==> src/fstap_pkg.sv <==
// Shared types and constants for the footswitch tap-tempo controller.
// No dependencies; used by the channel interfaces, fstap_step and the top level.

package fstap_pkg;

	localparam int REG_IDX_W = 2;

	typedef enum logic [REG_IDX_W-1:0] {
		REG_DEBOUNCE   = 2'd0,
		REG_HOLD       = 2'd1,
		REG_TAP_WINDOW = 2'd2
	} reg_idx_t;

	localparam logic [15:0] DEBOUNCE_RESET   = 16'd50;
	localparam logic [15:0] HOLD_RESET       = 16'd1000;
	localparam logic [15:0] TAP_WINDOW_RESET = 16'd3000;

	typedef enum logic [1:0] {
		PH_OPEN   = 2'd0,
		PH_PRESS  = 2'd1,
		PH_HOLD   = 2'd2,
		PH_HOLD_B = 2'd3
	} phase_t;

	typedef enum logic [2:0] {
		EV_OPEN    = 3'd0,
		EV_PRESS   = 3'd1,
		EV_HOLD    = 3'd2,
		EV_HOLD_B  = 3'd3,
		EV_TOGGLE  = 3'd4,
		EV_TEMPO   = 3'd5,
		EV_TEMPO_B = 3'd6
	} evt_t;

	typedef struct packed {
		logic [15:0] debounce_ms;
		logic [15:0] hold_ms;
		logic [15:0] tap_window_ms;
	} cfg_t;

	typedef struct packed {
		logic [31:0] now_ms;
		logic        switch_closed;
		logic        edge_seen;
		logic [31:0] edge_time;
		logic        begin_tempo_b;
		logic        tempo_taken;
	} tick_t;

	typedef struct packed {
		evt_t        event_code;
		logic [15:0] tempo_ms;
		logic        tempo_ready;
	} report_t;

	typedef struct packed {
		phase_t phase;
		logic   edge_pending;
		logic   tempo_flag;
	} ctl_t;

endpackage

==> src/fstap_if.sv <==
// Valid/ready channel interfaces for poll ticks and reports.
// Depends on fstap_pkg for the payload types.

interface fstap_tick_if;
	import fstap_pkg::*;

	logic  valid;
	logic  ready;
	tick_t data;

	modport source (output valid, output data, input ready);
	modport sink (input valid, input data, output ready);
endinterface

interface fstap_report_if;
	import fstap_pkg::*;

	logic    valid;
	logic    ready;
	report_t data;

	modport source (output valid, output data, input ready);
	modport sink (input valid, input data, output ready);
endinterface

==> src/footswitch_tap_tempo_fsm.sv <==
// Footswitch tap-tempo controller: debounce, press/hold, tap capture, tempo report.
// A tick is registered in the input stage; its report is then registered in the output stage.
// Throughput: one tick per cycle while the report side is ready, set by the single register stage on each side.
// Reset: phase open, time mark, edge stamp and tempo cleared; registers at defaults.
// Depends on fstap_pkg, fstap_if and fstap_step.

module footswitch_tap_tempo_fsm #(
	parameter int TIME_BITS = 32
) (
	input  logic                                clk,
	input  logic                                arst_n,
	input  logic                                wr_en,
	input  logic [fstap_pkg::REG_IDX_W-1:0]     wr_index,
	input  logic [15:0]                         wr_data,
	fstap_tick_if.sink                          tick,
	fstap_report_if.source                      report
);
	import fstap_pkg::*;

	cfg_t                 cfg_q;
	logic                 valid_s1;
	tick_t                item_s1;
	logic                 out_valid_q;
	report_t              out_q;
	ctl_t                 ctl_q;
	logic [TIME_BITS-1:0] mark_q;
	logic [TIME_BITS-1:0] stamp_q;
	logic [15:0]          tempo_q;
	ctl_t                 ctl_d;
	logic [TIME_BITS-1:0] mark_d;
	logic [TIME_BITS-1:0] stamp_d;
	logic [15:0]          tempo_d;
	report_t              res;
	logic                 advance;

	assign advance     = valid_s1 && (!out_valid_q || report.ready);
	assign tick.ready  = !valid_s1 || advance;
	assign report.valid = out_valid_q;
	assign report.data  = out_q;

	always_ff @(posedge clk or negedge arst_n) begin
		if (!arst_n) begin
			cfg_q.debounce_ms   <= DEBOUNCE_RESET;
			cfg_q.hold_ms       <= HOLD_RESET;
			cfg_q.tap_window_ms <= TAP_WINDOW_RESET;
		end else if (wr_en) begin
			unique case (reg_idx_t'(wr_index))
				REG_DEBOUNCE:   cfg_q.debounce_ms   <= wr_data;
				REG_HOLD:       cfg_q.hold_ms       <= wr_data;
				REG_TAP_WINDOW: cfg_q.tap_window_ms <= wr_data;
				default: begin
				end
			endcase
		end
	end

	// hold the tick until the step logic can deliver its report
	always_ff @(posedge clk or negedge arst_n) begin
		if (!arst_n)
			valid_s1 <= 1'b0;
		else if (tick.ready)
			valid_s1 <= tick.valid;
	end

	always_ff @(posedge clk) begin
		if (tick.valid && tick.ready)
			item_s1 <= tick.data;
	end

	fstap_step #(
		.TIME_BITS (TIME_BITS)
	) u_step (
		.cfg       (cfg_q),
		.item      (item_s1),
		.ctl_cur   (ctl_q),
		.mark_cur  (mark_q),
		.stamp_cur (stamp_q),
		.tempo_cur (tempo_q),
		.ctl_nxt   (ctl_d),
		.mark_nxt  (mark_d),
		.stamp_nxt (stamp_d),
		.tempo_nxt (tempo_d),
		.res       (res)
	);

	always_ff @(posedge clk or negedge arst_n) begin
		if (!arst_n) begin
			ctl_q.phase        <= PH_OPEN;
			ctl_q.edge_pending <= 1'b0;
			ctl_q.tempo_flag   <= 1'b0;
			mark_q             <= '0;
			stamp_q            <= '0;
			tempo_q            <= '0;
		end else if (advance) begin
			ctl_q   <= ctl_d;
			mark_q  <= mark_d;
			stamp_q <= stamp_d;
			tempo_q <= tempo_d;
		end
	end

	always_ff @(posedge clk or negedge arst_n) begin
		if (!arst_n)
			out_valid_q <= 1'b0;
		else if (advance)
			out_valid_q <= 1'b1;
		else if (report.ready)
			out_valid_q <= 1'b0;
	end

	always_ff @(posedge clk) begin
		if (advance)
			out_q <= res;
	end

	a_advance_loads_report: assert property (@(posedge clk) disable iff (!arst_n)
		advance |=> out_valid_q)
		else $error("report not loaded after step");

	a_state_holds_when_idle: assert property (@(posedge clk) disable iff (!arst_n)
		!advance |=> ($stable(ctl_q) && $stable(mark_q) && $stable(tempo_q)))
		else $error("state changed without a step");

	a_no_flag_outside_taps: assert property (@(posedge clk) disable iff (!arst_n)
		(ctl_q.phase == PH_OPEN || ctl_q.phase == PH_PRESS) |-> !ctl_q.tempo_flag)
		else $error("tempo flag set outside tap entry");

	a_toggle_returns_open: assert property (@(posedge clk) disable iff (!arst_n)
		(advance && res.event_code == EV_TOGGLE) |=> ctl_q.phase == PH_OPEN)
		else $error("toggle did not return to open");

endmodule

==> src/fstap_step.sv <==
// Next-state and report logic for one poll tick of the tap-tempo controller.
// Depends on fstap_pkg; instantiated by footswitch_tap_tempo_fsm.

module fstap_step #(
	parameter int TIME_BITS = 32
) (
	input  fstap_pkg::cfg_t    cfg,
	input  fstap_pkg::tick_t   item,
	input  fstap_pkg::ctl_t    ctl_cur,
	input  logic [TIME_BITS-1:0] mark_cur,
	input  logic [TIME_BITS-1:0] stamp_cur,
	input  logic [15:0]        tempo_cur,
	output fstap_pkg::ctl_t    ctl_nxt,
	output logic [TIME_BITS-1:0] mark_nxt,
	output logic [TIME_BITS-1:0] stamp_nxt,
	output logic [15:0]        tempo_nxt,
	output fstap_pkg::report_t res
);
	import fstap_pkg::*;

	logic [TIME_BITS-1:0] now_t;
	logic [TIME_BITS-1:0] etime_t;
	logic [TIME_BITS-1:0] mark_a;
	logic [TIME_BITS-1:0] gap_e;
	logic [TIME_BITS-1:0] gap_n;
	logic [TIME_BITS-1:0] deb_t;
	logic [TIME_BITS-1:0] hold_t;
	logic [TIME_BITS-1:0] win_t;
	phase_t               ph_a;
	logic                 pend_a;
	logic                 flag_a;
	evt_t                 code;

	assign now_t   = TIME_BITS'(item.now_ms);
	assign etime_t = TIME_BITS'(item.edge_time);
	assign deb_t   = TIME_BITS'(cfg.debounce_ms);
	assign hold_t  = TIME_BITS'(cfg.hold_ms);
	assign win_t   = TIME_BITS'(cfg.tap_window_ms);

	always_comb begin
		pend_a    = ctl_cur.edge_pending;
		stamp_nxt = stamp_cur;
		if (item.edge_seen && item.switch_closed) begin
			pend_a    = 1'b1;
			stamp_nxt = etime_t;
		end
		ph_a   = ctl_cur.phase;
		mark_a = mark_cur;
		flag_a = ctl_cur.tempo_flag;
		if (item.begin_tempo_b) begin
			ph_a   = PH_HOLD_B;
			mark_a = now_t;
			flag_a = 1'b0;
		end
		if (item.tempo_taken)
			flag_a = 1'b0;
	end

	assign gap_e = stamp_nxt - mark_a;
	assign gap_n = now_t - mark_a;

	always_comb begin
		ctl_nxt.phase        = ph_a;
		ctl_nxt.edge_pending = pend_a;
		ctl_nxt.tempo_flag   = flag_a;
		mark_nxt             = mark_a;
		tempo_nxt            = tempo_cur;
		code                 = EV_OPEN;
		unique case (ph_a)
			PH_OPEN: begin
				if (pend_a) begin
					ctl_nxt.edge_pending = 1'b0;
					if (gap_e >= deb_t) begin
						mark_nxt      = stamp_nxt;
						ctl_nxt.phase = PH_PRESS;
						code          = EV_PRESS;
					end
				end
			end
			PH_PRESS: begin
				code = EV_PRESS;
				if (item.switch_closed) begin
					if (gap_n >= hold_t) begin
						ctl_nxt.phase = PH_HOLD;
						mark_nxt      = now_t;
						tempo_nxt     = '0;
						code          = EV_HOLD;
					end
				end else if (gap_n > deb_t) begin
					ctl_nxt.phase        = PH_OPEN;
					ctl_nxt.edge_pending = 1'b0;
					ctl_nxt.tempo_flag   = 1'b0;
					mark_nxt             = now_t;
					code                 = EV_TOGGLE;
				end
			end
			PH_HOLD, PH_HOLD_B: begin
				code = (ph_a == PH_HOLD) ? EV_HOLD : EV_HOLD_B;
				if (pend_a) begin
					ctl_nxt.edge_pending = 1'b0;
					if (gap_e >= deb_t && gap_e < win_t) begin
						mark_nxt           = stamp_nxt;
						tempo_nxt          = gap_e[15:0];
						ctl_nxt.tempo_flag = 1'b1;
					end
				end else if (gap_n > win_t && tempo_cur != 16'd0) begin
					ctl_nxt.phase        = PH_OPEN;
					ctl_nxt.edge_pending = 1'b0;
					ctl_nxt.tempo_flag   = 1'b0;
					mark_nxt             = now_t;
					code = (ph_a == PH_HOLD) ? EV_TEMPO : EV_TEMPO_B;
				end
			end
			default: begin
				code = EV_OPEN;
			end
		endcase
	end

	assign res.event_code  = code;
	assign res.tempo_ms    = tempo_nxt;
	assign res.tempo_ready = ctl_nxt.tempo_flag;

endmodule
==> src/flat_wrapper.sv <==
// flat-port wrapper written by rule: the top's interface ports become plain ports
module footswitch_tap_tempo_fsm_flat import fstap_pkg::*;
#(
	parameter int TIME_BITS = 32
)
  (clk, arst_n, wr_en, wr_index, wr_data, tick_valid, tick_data, tick_ready, report_valid, report_data, report_ready);
  fstap_tick_if tick_i ();
  fstap_report_if report_i ();
  input  logic clk;
  input  logic arst_n;
  input  logic wr_en;
  input  logic [fstap_pkg::REG_IDX_W-1:0] wr_index;
  input  logic [15:0] wr_data;
  input wire logic [$bits(tick_i.valid)-1:0] tick_valid;
  input wire logic [$bits(tick_i.data)-1:0] tick_data;
  output wire logic [$bits(tick_i.ready)-1:0] tick_ready;
  output wire logic [$bits(report_i.valid)-1:0] report_valid;
  output wire logic [$bits(report_i.data)-1:0] report_data;
  input wire logic [$bits(report_i.ready)-1:0] report_ready;
  assign tick_i.valid = tick_valid;
  assign tick_i.data = tick_data;
  assign tick_ready = tick_i.ready;
  assign report_valid = report_i.valid;
  assign report_data = report_i.data;
  assign report_i.ready = report_ready;
  footswitch_tap_tempo_fsm #(.TIME_BITS(TIME_BITS)) u_core (.clk(clk), .arst_n(arst_n), .wr_en(wr_en), .wr_index(wr_index), .wr_data(wr_data), .tick(tick_i), .report(report_i));
endmodule
==> config.mk <==
export PLATFORM = sky130hd
export DESIGN_NAME = footswitch_tap_tempo_fsm_flat
export DESIGN_NICKNAME = d
export VERILOG_FILES = /design/src/fstap_pkg.sv /design/src/fstap_if.sv /design/src/footswitch_tap_tempo_fsm.sv /design/src/fstap_step.sv /design/src/flat_wrapper.sv
export SDC_FILE = /design/constraint.sdc
export NUM_CORES = 1
export LEC_CHECK = 0
export BUFFER_PORTS_ARGS = -buffer_cell sky130_fd_sc_hd__buf_4
export CAP_MARGIN = 20
export CORE_UTILIZATION = 40
export DETAILED_ROUTE_END_ITERATION = 12
export SLEW_MARGIN = 20
export SYNTH_ARGS = -nofsm -noshare
export SYNTH_HDL_FRONTEND = slang
export SYNTH_SLANG_ARGS = --single-unit
export TNS_END_PERCENT = 10
==> constraint.sdc <==
create_clock -name clk -period 7.28 [get_ports clk]
set_input_delay 0 -clock clk [delete_from_list [all_inputs] [get_ports clk]]
set_output_delay 0 -clock clk [all_outputs]
set_load 0.03 [all_outputs]
# ---- After elaboration in Yosys (flattened, before gate mapping)
# Cells that the tools add are included.
dict set report totals {
  register_bits 222
  in_bits 91
  output_inout_bits 22
  elab_cells 93
}
dict set report classes {
  addsub 2
  order_cmp 5
  eq_ne 5
  mux 44
  reduce_logical 17
}
# op count
set op_table {}
lappend op_table {{$mux W32} 10}
lappend op_table {{$pmux W32 S3} 1}
lappend op_table {{$ge A32 B16 Y1} 2}
lappend op_table {{$gt A32 B16 Y1} 2}
lappend op_table {{$mux W16} 4}
lappend op_table {{$sub A32 B32 Y32} 2}
lappend op_table {{$lt A32 B16 Y1} 1}
lappend op_table {{$pmux W16 S2} 1}
lappend op_table {{$mux W2} 9}
lappend op_table {{$pmux W3 S3} 2}
lappend op_table {{$reduce_bool A16 Y1} 1}
lappend op_table {{$mux W3} 5}
lappend op_table {{$mux W1} 9}
lappend op_table {{$mux W4} 2}
lappend op_table {{$eq A2 B2 Y1 const B} 3}
lappend op_table {{$reduce_and A2 Y1} 3}
lappend op_table {{$logic_and A1 B1 Y1} 5}
lappend op_table {{$eq A2 B1 Y1 const B} 2}
lappend op_table {{$logic_not A2 Y1} 2}
lappend op_table {{$logic_not A1 Y1} 2}
lappend op_table {{$logic_or A1 B1 Y1} 2}
lappend op_table {{$pmux W1 S2} 1}
lappend op_table {{$reduce_bool A2 Y1} 1}
lappend op_table {{$reduce_or A2 Y1} 1}

# ---- Longest topological paths before layout
# Gate-level depths: netlist of run 1.
dict set report logic_depth {
  word_depth 8
  depth_mapped 30
  ltp_nobuf 25
}

# ---- By module
# Synthesis of run 1 repeated with hierarchy kept, for this count alone.
dict set report unflattened {
  cells_unflattened 1710
  area_unflattened_um2 16985.0
}
# mod instances cells_per_inst area_per_inst_um2 seq_area_each_um2
set modules_own_cells {}
lappend modules_own_cells {fstap_step 1 1334 9290.2 0.0}
lappend modules_own_cells {footswitch_tap_tempo_fsm 1 376 7694.9 6015.8}

# ---- Least setup slack after synthesis of run 1
# Ideal clock, no wire load.
dict set report synth_path {
  path_type {flip-flop to flip-flop}
  start {reg u_core.item_s1[1] (netlist name)}
  end {reg u_core.mark_q[11]}
  setup_time_ps 66
  arrival_ps 5993
  required_time_ps 7214
  path_slack_ps 1221
  path_stages_with_launch 23
  path_buffers 5
  period_less_slack_ps 6059
  path_cell_list {edfxtp_1 > buf_6 > buf_8 > clkbuf_1 > buf_1 > clkbuf_1 > mux2i_1 > ha_1 > a21o_1 > o41ai_1 > xnor2_1 > ha_1 > nand4_1 > nor4_1 > nor2b_1 > o21a_1 > o31ai_1 > nand4_1 > nor2_1 > or2_2 > nor2_1 > a2111oi_0 > o32a_1}
}
dict set report synth_between {
  elab_chain_len 7
  elab_cells_between_ends 25
  classes_between {2 x add/sub; 5 x order compare; 3 x eq/ne; 11 x mux; 4 x reduce/logical}
}
# element line
set synth_rtl {}
lappend synth_rtl {{start: declaration} footswitch_tap_tempo_fsm.sv:22} ;# tick_t item_s1;
lappend synth_rtl {{start signal: assignment} footswitch_tap_tempo_fsm.sv:67} ;# item_s1 <= tick.data;
lappend synth_rtl {{$mux W32} fstap_step.sv:50} ;# if (item.begin_tempo_b) begin
lappend synth_rtl {{$sub A32 B32 Y32, on equally long branches} {fstap_step.sv:60, fstap_step.sv:59}}
lappend synth_rtl {{$gt A32 B16 Y1 (tied with other cells)} fstap_step.sv:106} ;# end else if (gap_n > win_t && tempo_cur != 16'd0) begin
lappend synth_rtl {{$logic_and A1 B1 Y1, on equally long branches} {fstap_step.sv:106, fstap_step.sv:101}}
lappend synth_rtl {{$mux W32, on equally long branches} {fstap_step.sv:106, fstap_step.sv:101}}
lappend synth_rtl {{$mux W32} fstap_step.sv:99} ;# if (pend_a) begin
lappend synth_rtl {{$pmux W32 S3 (*)} fstap_step.sv:69} ;# unique case (ph_a)
lappend synth_rtl {{end signal: assignment} footswitch_tap_tempo_fsm.sv:96} ;# mark_q <= mark_d;
lappend synth_rtl {{end: declaration} footswitch_tap_tempo_fsm.sv:26} ;# logic [TIME_BITS-1:0] mark_q;
# Mark *: on every way between the ends. The rest lies on a longest branch, timed or not.
# A chain may end at the register's enable or synchronous reset.

# ---- Worst setup path in the final report of run 1
dict set report layout_path {
  start {reg u_core.item_s1[1] (netlist name)}
  end {reg u_core.mark_q[22]}
}
# The elaborated chain is that of the path after synthesis.

==> flow_summary.ini, run 1 <==
[global_routing]
grt_max_degree = 70
grt.overflow.total = 0
grt_antenna_before_repair = 0
grt_pass1_wl_mm = 88.5
grt_pass1_vias = 15087
grt_use_total_pct = 26.2

[placement]
place_ws_ps = -456
dpl.hpwl_mm = 44.3
finalWeightedCongestion = 0.996
placed_cells = 2417
numPortBuffers = 112

[cts]
insertion_delay_ps = 560
clk_pin_slew_ps = 60
htreeDepth = 1
cts-root-buf = clkbuf_16
cts_buffer_depth = 3
cts_tree = done
cts_num_sinks = 222
cts_made_buffers = 27

[yosys]
synth_top_cell_by_area = dfrtp_1
ys_warn_count = 0
netlist_instances = 1797
ys_top_cells_by_area = dfrtp_1 17%, edfxtp_1 16%, ha_1 9.9%, mux2_2 6.1%, a21oi_1 3.2%
yosys.area.top_type_share_pct = 17.4
seq_area_frac_synth_pct = 35.4
async_flop_share_pct = 60.4
ys_types = 102
synth_edf_count = 88
avgSynthCellArea_um2 = 9.45
synth_fp_nets = 2023
ys_seq_elements = 222
synth_flop_cell = dfrtp_1
synth_area_um2 = 17000

[finish]
layout-drive-gt1-share_pct = 18.8
fin_cells = 2566
syn_to_final_growth_pct = 20.0
diodes = 0
fin_util_pct = 48.6
fillerInstances = 3909
nets = 2233

[status]
status = finished, final reports clean

[routing]
wirelength_mm = 57.7
wl_per_cell_um = 22.5
via_per_inst = 6.02
num_vias = 15451
ant_nets = 0
drcViolationCount = 0
drt_iter0_drc = 1541
firstDrtPassIters = 6

[sta]
setup_viol = 0
clock.fmax_mhz = 145
setup_tns_ps = 0
min_period_ps = 6910
fin_hold_ws_ps = 24.6
slew_viol_final = 0
relSlewSlack_pct = 35.9
fin_skew_ps = 33.3
hold_viol_final = 0
finalWorstSetupSlack_ps = 369
worst_slew_pin_slew_ps = 958
rsz0062_at_grt = no
period_share_pct = 94.9

[floorplan]
start_util_pct = 40.5
die_area_um2 = 43300
core-area_um2 = 41900
top_level_ports = 113
fp-row-count = 75
die_h_um = 208
die_w_um = 208

[pwr]
max-vdd-ir-drop_uv = 203
power.density_nw_per_um2 = 288
p_leak_nw = 8.81

[critical_path]
critical_path_arrival_ps = 7350
critical_path_class = register to register
end_kind = register
worstPathRequired_ps = 7710
critPathLaunchType = register
worst-path-max-fanout = 13

[min_path]
holdCritPathClass = primary input to register

[job]
maxCapViolCount = 0
-- through the flow --
stage | instance area [µm²] | power (mW)
final | 20400 | 5.87
after global routing | 20400 | 6.24
after CTS | 20400 | 5.85
after detailed placement | 18500 | 4.49
after global placement | 18500 | 4.46
after floorplan | 17000 | 3.60
-- what timing repair did --
action,4_1_cts,5_1_grt
endpoints found under the hold margin,186,0
gates cloned,0,0
buffers inserted,0,2
setup endpoints to repair,27,17
hold buffers,98,0
resized for setup,4,1
-- worst max-delay path, cell delays in order (launching register included) --
cell and delay (ps):
edfxtp_1 460, buf_4 250, buf_4 210, mux2_4 360, inv_2 120, ha_1 280
and2_1 240, nand4_1 130, a21oi_2 410, nor3_1 250, o31ai_1 320, xor2_1 400
ha_1 210, nand4_1 210, nor4_2 560, nor2b_1 90, o21a_1 180, o31ai_2 460
nand4_1 250, buf_4 260, nand2_1 220, o21ai_1 100, buf_4 200, buf_4 200
a221oi_1 270, a22oi_1 100
-- state kept, by name, indices dropped and copies added, names as in the netlist --
register	cells
u_core.stamp_q	32
u_core.item_s1	68
u_core.mark_q	32
u_core.cfg_q	48
u_core.valid_s1	1
u_core.ctl_q	4
u_core.report.data	20
u_core.report.valid	1
u_core.tempo_q	16
-- cells by family (layout without fill, tap and decap cells) --
kind of cell	after synthesis	count (layout)	share of synthesized area [%]
mux	131	131	8.64
fa+ha+maj	138	138	10.2
simple gates	494	494	14.8
xor+xnor	47	47	2.42
flops	222	222	35.4
compound gates	580	580	24.0
buf+inv	185	415	4.54
-- path summary, 6_finish.rpt --
| check | startpoint | to | slack, ps | cells past startpoint |
|---|---|---|---|---|
| worst max-delay path | u_core.item_s1[1] | u_core.mark_q[22] | 370 | 25 |
| worst min-delay path | wr_index[0] | u_core.cfg_q[43] | 20 | 5 |
| worst max register to register | u_core.item_s1[1] | u_core.mark_q[22] | 370 | 25 |
| worst min register to register | u_core.mark_q[9] | u_core.mark_q[9] | 490 | 2 |
| max in group asynchronous | arst_n | u_core.stamp_q[23] | 5860 | 3 |
| min in group asynchronous | arst_n | u_core.cfg_q[18] | 40 | 2 |
-- layout make-up --
class                   count  area [µm²]  share of cell area [%]
flip-flops and latches    222        6020                    29.5
well taps                 539         674                    3.31
clock inverters             8        81.3                   0.399
inverters                 100         375                    1.84
clock buffers              41         738                    3.62
multi-input cells        1390       10200                    50.3
repair buffers            266        2260                    11.1
-- where the power goes --
group / leakage [nW] / switching, mW / internal [mW]
Combinational: 5.98 / 1.79 / 1.20
Sequential: 2.43 / 0.109 / 1.49
Clock: 0.393 / 0.541 / 0.736
-- metal layers --
metal / wire, µm / vias up / global-route usage [%] / part of all wire [%]
li1: - / 7226 / - / -
met1: 26500 / 7516 / 36.9 / 46
met2: 25800 / 606 / 41.5 / 45
met3: 3810 / 103 / 3.77 / 6.6
met4: 1660 / 0 / 7.79 / 2.9
met5: 0 / - / 0 / 0
-- cells in the mapped netlist, drive strengths merged, types with 22 or more instances --
cell / instances
a211oi: 32
a21o: 72
a21oi: 111
a31oi: 33
and3: 27
buf: 26
clkbuf: 59
dfrtp: 118
edfxtp: 88
ha: 134
inv: 100
mux2: 93
mux2i: 38
nand2: 134
nand2b: 22
nand3: 43
nand4: 27
nor2: 109
nor3: 32
o21ai: 111
xnor2: 25
xor2: 22
-- placed cells by master, fill, tap and decap left out, types with 11 or more instances in the layout --
cell type | netlist | layout
nand4_1 | 27 | 27
nand3_1 | 42 | 42
nand2_1 | 133 | 132
clkbuf_16 | 0 | 27
nor2_1 | 109 | 109
edfxtp_1 | 88 | 88
inv_1 | 98 | 97
a21o_1 | 72 | 72
buf_4 | 4 | 166
nand2b_1 | 21 | 21
a21oi_1 | 110 | 108
and3_1 | 26 | 26
or3_1 | 14 | 14
xor2_1 | 22 | 22
mux2i_1 | 33 | 33
o211ai_1 | 19 | 19
o31ai_1 | 14 | 13
a211o_1 | 11 | 11
a31oi_1 | 33 | 33
o21ai_0 | 108 | 107
clkbuf_1 | 59 | 13
ha_1 | 134 | 134
mux2_2 | 92 | 92
dfrtp_1 | 118 | 118
xnor2_1 | 25 | 25
a21boi_0 | 12 | 12
nor2b_1 | 11 | 11
dlygate4sd3_1 | 0 | 98
a211oi_1 | 32 | 32
dfstp_2 | 16 | 16
a221oi_1 | 16 | 16
nor3_1 | 32 | 31
and2_1 | 20 | 19
nor4_1 | 16 | 15
o21a_1 | 19 | 19
Power figures use the tool's default switching activity.
==> run 2, diff against run 1 <==
--- a/config.mk
+++ b/config.mk
@@ -12,5 +12,6 @@
 export SLEW_MARGIN = 20
 export SYNTH_ARGS = -nofsm -noshare
 export SYNTH_HDL_FRONTEND = slang
+export SYNTH_HIERARCHICAL = 1
 export SYNTH_SLANG_ARGS = --single-unit
 export TNS_END_PERCENT = 10
==> flow_summary.ini, run 2 <==
[status]
status = finished, final reports clean

[global_routing]
grt_pass1_vias = 14591
grt_pass1_wl_mm = 85.3
grt_max_degree = 88
grt_use_total_pct = 25.2
grt_antenna_before_repair = 0
grt.overflow.total = 0

[sta]
fin_hold_ws_ps = 69.3
relSlewSlack_pct = 24.1
hold_viol_final = 0
min_period_ps = 6850
period_share_pct = 94.1
worst_slew_pin_slew_ps = 1130
fin_skew_ps = 27.5
setup_viol = 0
rsz0062_at_grt = no
clock.fmax_mhz = 146
slew_viol_final = 0
setup_tns_ps = 0

[floorplan]
die_h_um = 208
fp-row-count = 75
die_w_um = 208
die_area_um2 = 43300
start_util_pct = 40.5
top_level_ports = 113
core-area_um2 = 41900

[yosys]
ys_types = 96
synth_top_cell_by_area = dfrtp_1
synth_edf_count = 88
seq_area_frac_synth_pct = 35.4
avgSynthCellArea_um2 = 9.93
ys_seq_elements = 222
synth_fp_nets = 1938
yosysMostFrequentCell = mux2_2
yosys.area.top_type_share_pct = 17.4
netlist_instances = 1710
ys_warn_count = 6
synth_flop_cell = dfrtp_1
async_flop_share_pct = 60.4
synthTopCellsByCount = 190 x mux2_2, 135 x ha_1, 118 x dfrtp_1
ys_top_cells_by_area = dfrtp_1 17%, edfxtp_1 16%, mux2_2 13%, ha_1 9.9%, a21oi_1 2.9%
synth_area_um2 = 17000

[routing]
drcViolationCount = 0
wl_per_cell_um = 22.6
drt_iter0_drc = 1227
ant_nets = 0
via_per_inst = 6.04
num_vias = 14686
wirelength_mm = 55.1
firstDrtPassIters = 5

[critical_path]
critical_path.slowest_cell = a2111oi_0
r2r_cells = 26
critPathLaunchType = register
critical_path_class = register to register
critPathMaxStageDelay_ps = 560
end_kind = register
cp.depth = 26
path_delay_family = compound AO/OA/AOI/OAI gates
path_buf_inv = 3
worstPathRequired_ps = 7730
critical_path_arrival_ps = 7300
worst-path-max-fanout = 41

[finish]
nets = 2101
layout_common_cells = 190 x mux2_2, 137 x buf_4, 135 x ha_1
final_common_cell = mux2_2
regMostFlops = u_core/item_s1
fillerInstances = 3927
layout-drive-gt1-share_pct = 23.0
top_regs = u_core/item_s1 (68), u_core/cfg_q (48)
syn_to_final_growth_pct = 17.2
largest_reg_flops = 68
stdcell_area_um2 = 19900
diodes = 0

[placement]
dpl.hpwl_mm = 41.6
placed_area_um2 = 18200
numPortBuffers = 112
finalWeightedCongestion = 0.977

[job]
maxCapViolCount = 0

[cts]
htreeDepth = 1
cts_tree = done
cts_made_buffers = 27
insertion_delay_ps = 580
postCtsResizedCells = 0
cts-root-buf = clkbuf_16
cts_num_sinks = 222
cts_buffer_depth = 3
clk_pin_slew_ps = 60

[pwr]
max-vdd-ir-drop_uv = 197
power.density_nw_per_um2 = 404
p_leak_nw = 8.53

[min_path]
holdCritPathClass = primary input to asynchronous set/reset pin
run 2: cell types whose count changed after synthesis, moves of 22 or more:
cell	before	now
o21ai_0	108	86
a21o_1	72	45
mux2_2	92	190
a31oi_1	33	10
nand2_1	133	94
nor2_1	109	87
clkbuf_1	59	37
run 2: metal layers:
| metal | share of wire (%) | up-vias | GRT usage (%) |
|---|---|---|---|
| met5 | 0 | - | 0 |
| li1 | - | 6825 | - |
| met4 | 4.5 | 0 | 10.5 |
| met3 | 5.6 | 125 | 3.23 |
| met1 | 43 | 7195 | 32.8 |
| met2 | 47 | 541 | 42.1 |
run 2: where the power goes:
part,internal [mW],switching (mW),leakage (nW)
registers,1.59,0.151,2.46
logic,1.95,3.05,5.65
clock network,0.736,0.557,0.414
run 2: cell type report:
type | count | area, µm² | share of cell area (%)
inverter | 95 | 357 | 1.79
clock buffer | 37 | 723 | 3.63
clock inverter | 13 | 118 | 0.591
sequential | 222 | 6020 | 30.2
timing repair buffer | 229 | 1960 | 9.85
multi-input combinational | 1298 | 10100 | 50.5
tap | 539 | 674 | 3.39
run 2: logic make-up after synthesis:
family          share of synthesized area [%]
xor+xnor                                 2.01
simple gates                             12.6
fa+ha+maj                                10.2
mux                                      13.9
flops                                    35.4
compound gates                           20.5
buf+inv                                  5.43
run 2: worst paths after layout:
path | startpoint | end | slack, ps
setup reg to reg | u_core/item_s1[1] | u_core/mark_q[16] | 430
setup / recovery | u_core/item_s1[1] | u_core/mark_q[16] | 430
min in group clk | tick_data[7] | u_core/item_s1[7] | 130
hold reg to reg | u_core/stamp_q[30] | u_core/stamp_q[30] | 500
hold / removal | arst_n | u_core/mark_q[18] | 70
max in group asynchronous | arst_n | u_core/cfg_q[41] | 5970
run 2: through the flow:
stage,power [mW],cells,worst slack (ps),utilization (%)
2_1_floorplan,5.07,1710,1100,-
3_3_place_gp,6.52,2293,708,43.3
3_5_place_dp,6.60,2293,695,43.3
4_1_cts,7.98,2433,619,47.5
5_1_grt,8.59,2433,0.109,47.5
6_report,8.04,2433,430,47.5
run 2: timing repair:
item | CTS | global route
setup buffers | 0 | 0
hold endpoints to repair | 204 | 0
hold buffers | 90 | 0
run 2: worst register-to-register path, stage by stage, from the launching register on:
cell and delay (ps):
edfxtp_1 410, buf_12 210, mux2_2 360, ha_1 180, inv_1 60, fa_1 440, a211oi_2 200, nor2_1 110
o41ai_1 480, a21oi_1 260, nor2b_1 300, xnor2_1 260, ha_1 400, nand2_1 80, nor3_1 210, nand3_1 140
a2111oi_0 560, a311oi_1 90, a21oi_1 310, nor2_1 70, a21oi_1 110, or4_1 310, buf_4 350, mux2_2 380
nand2_1 70, o211ai_1 110, mux2_2 300
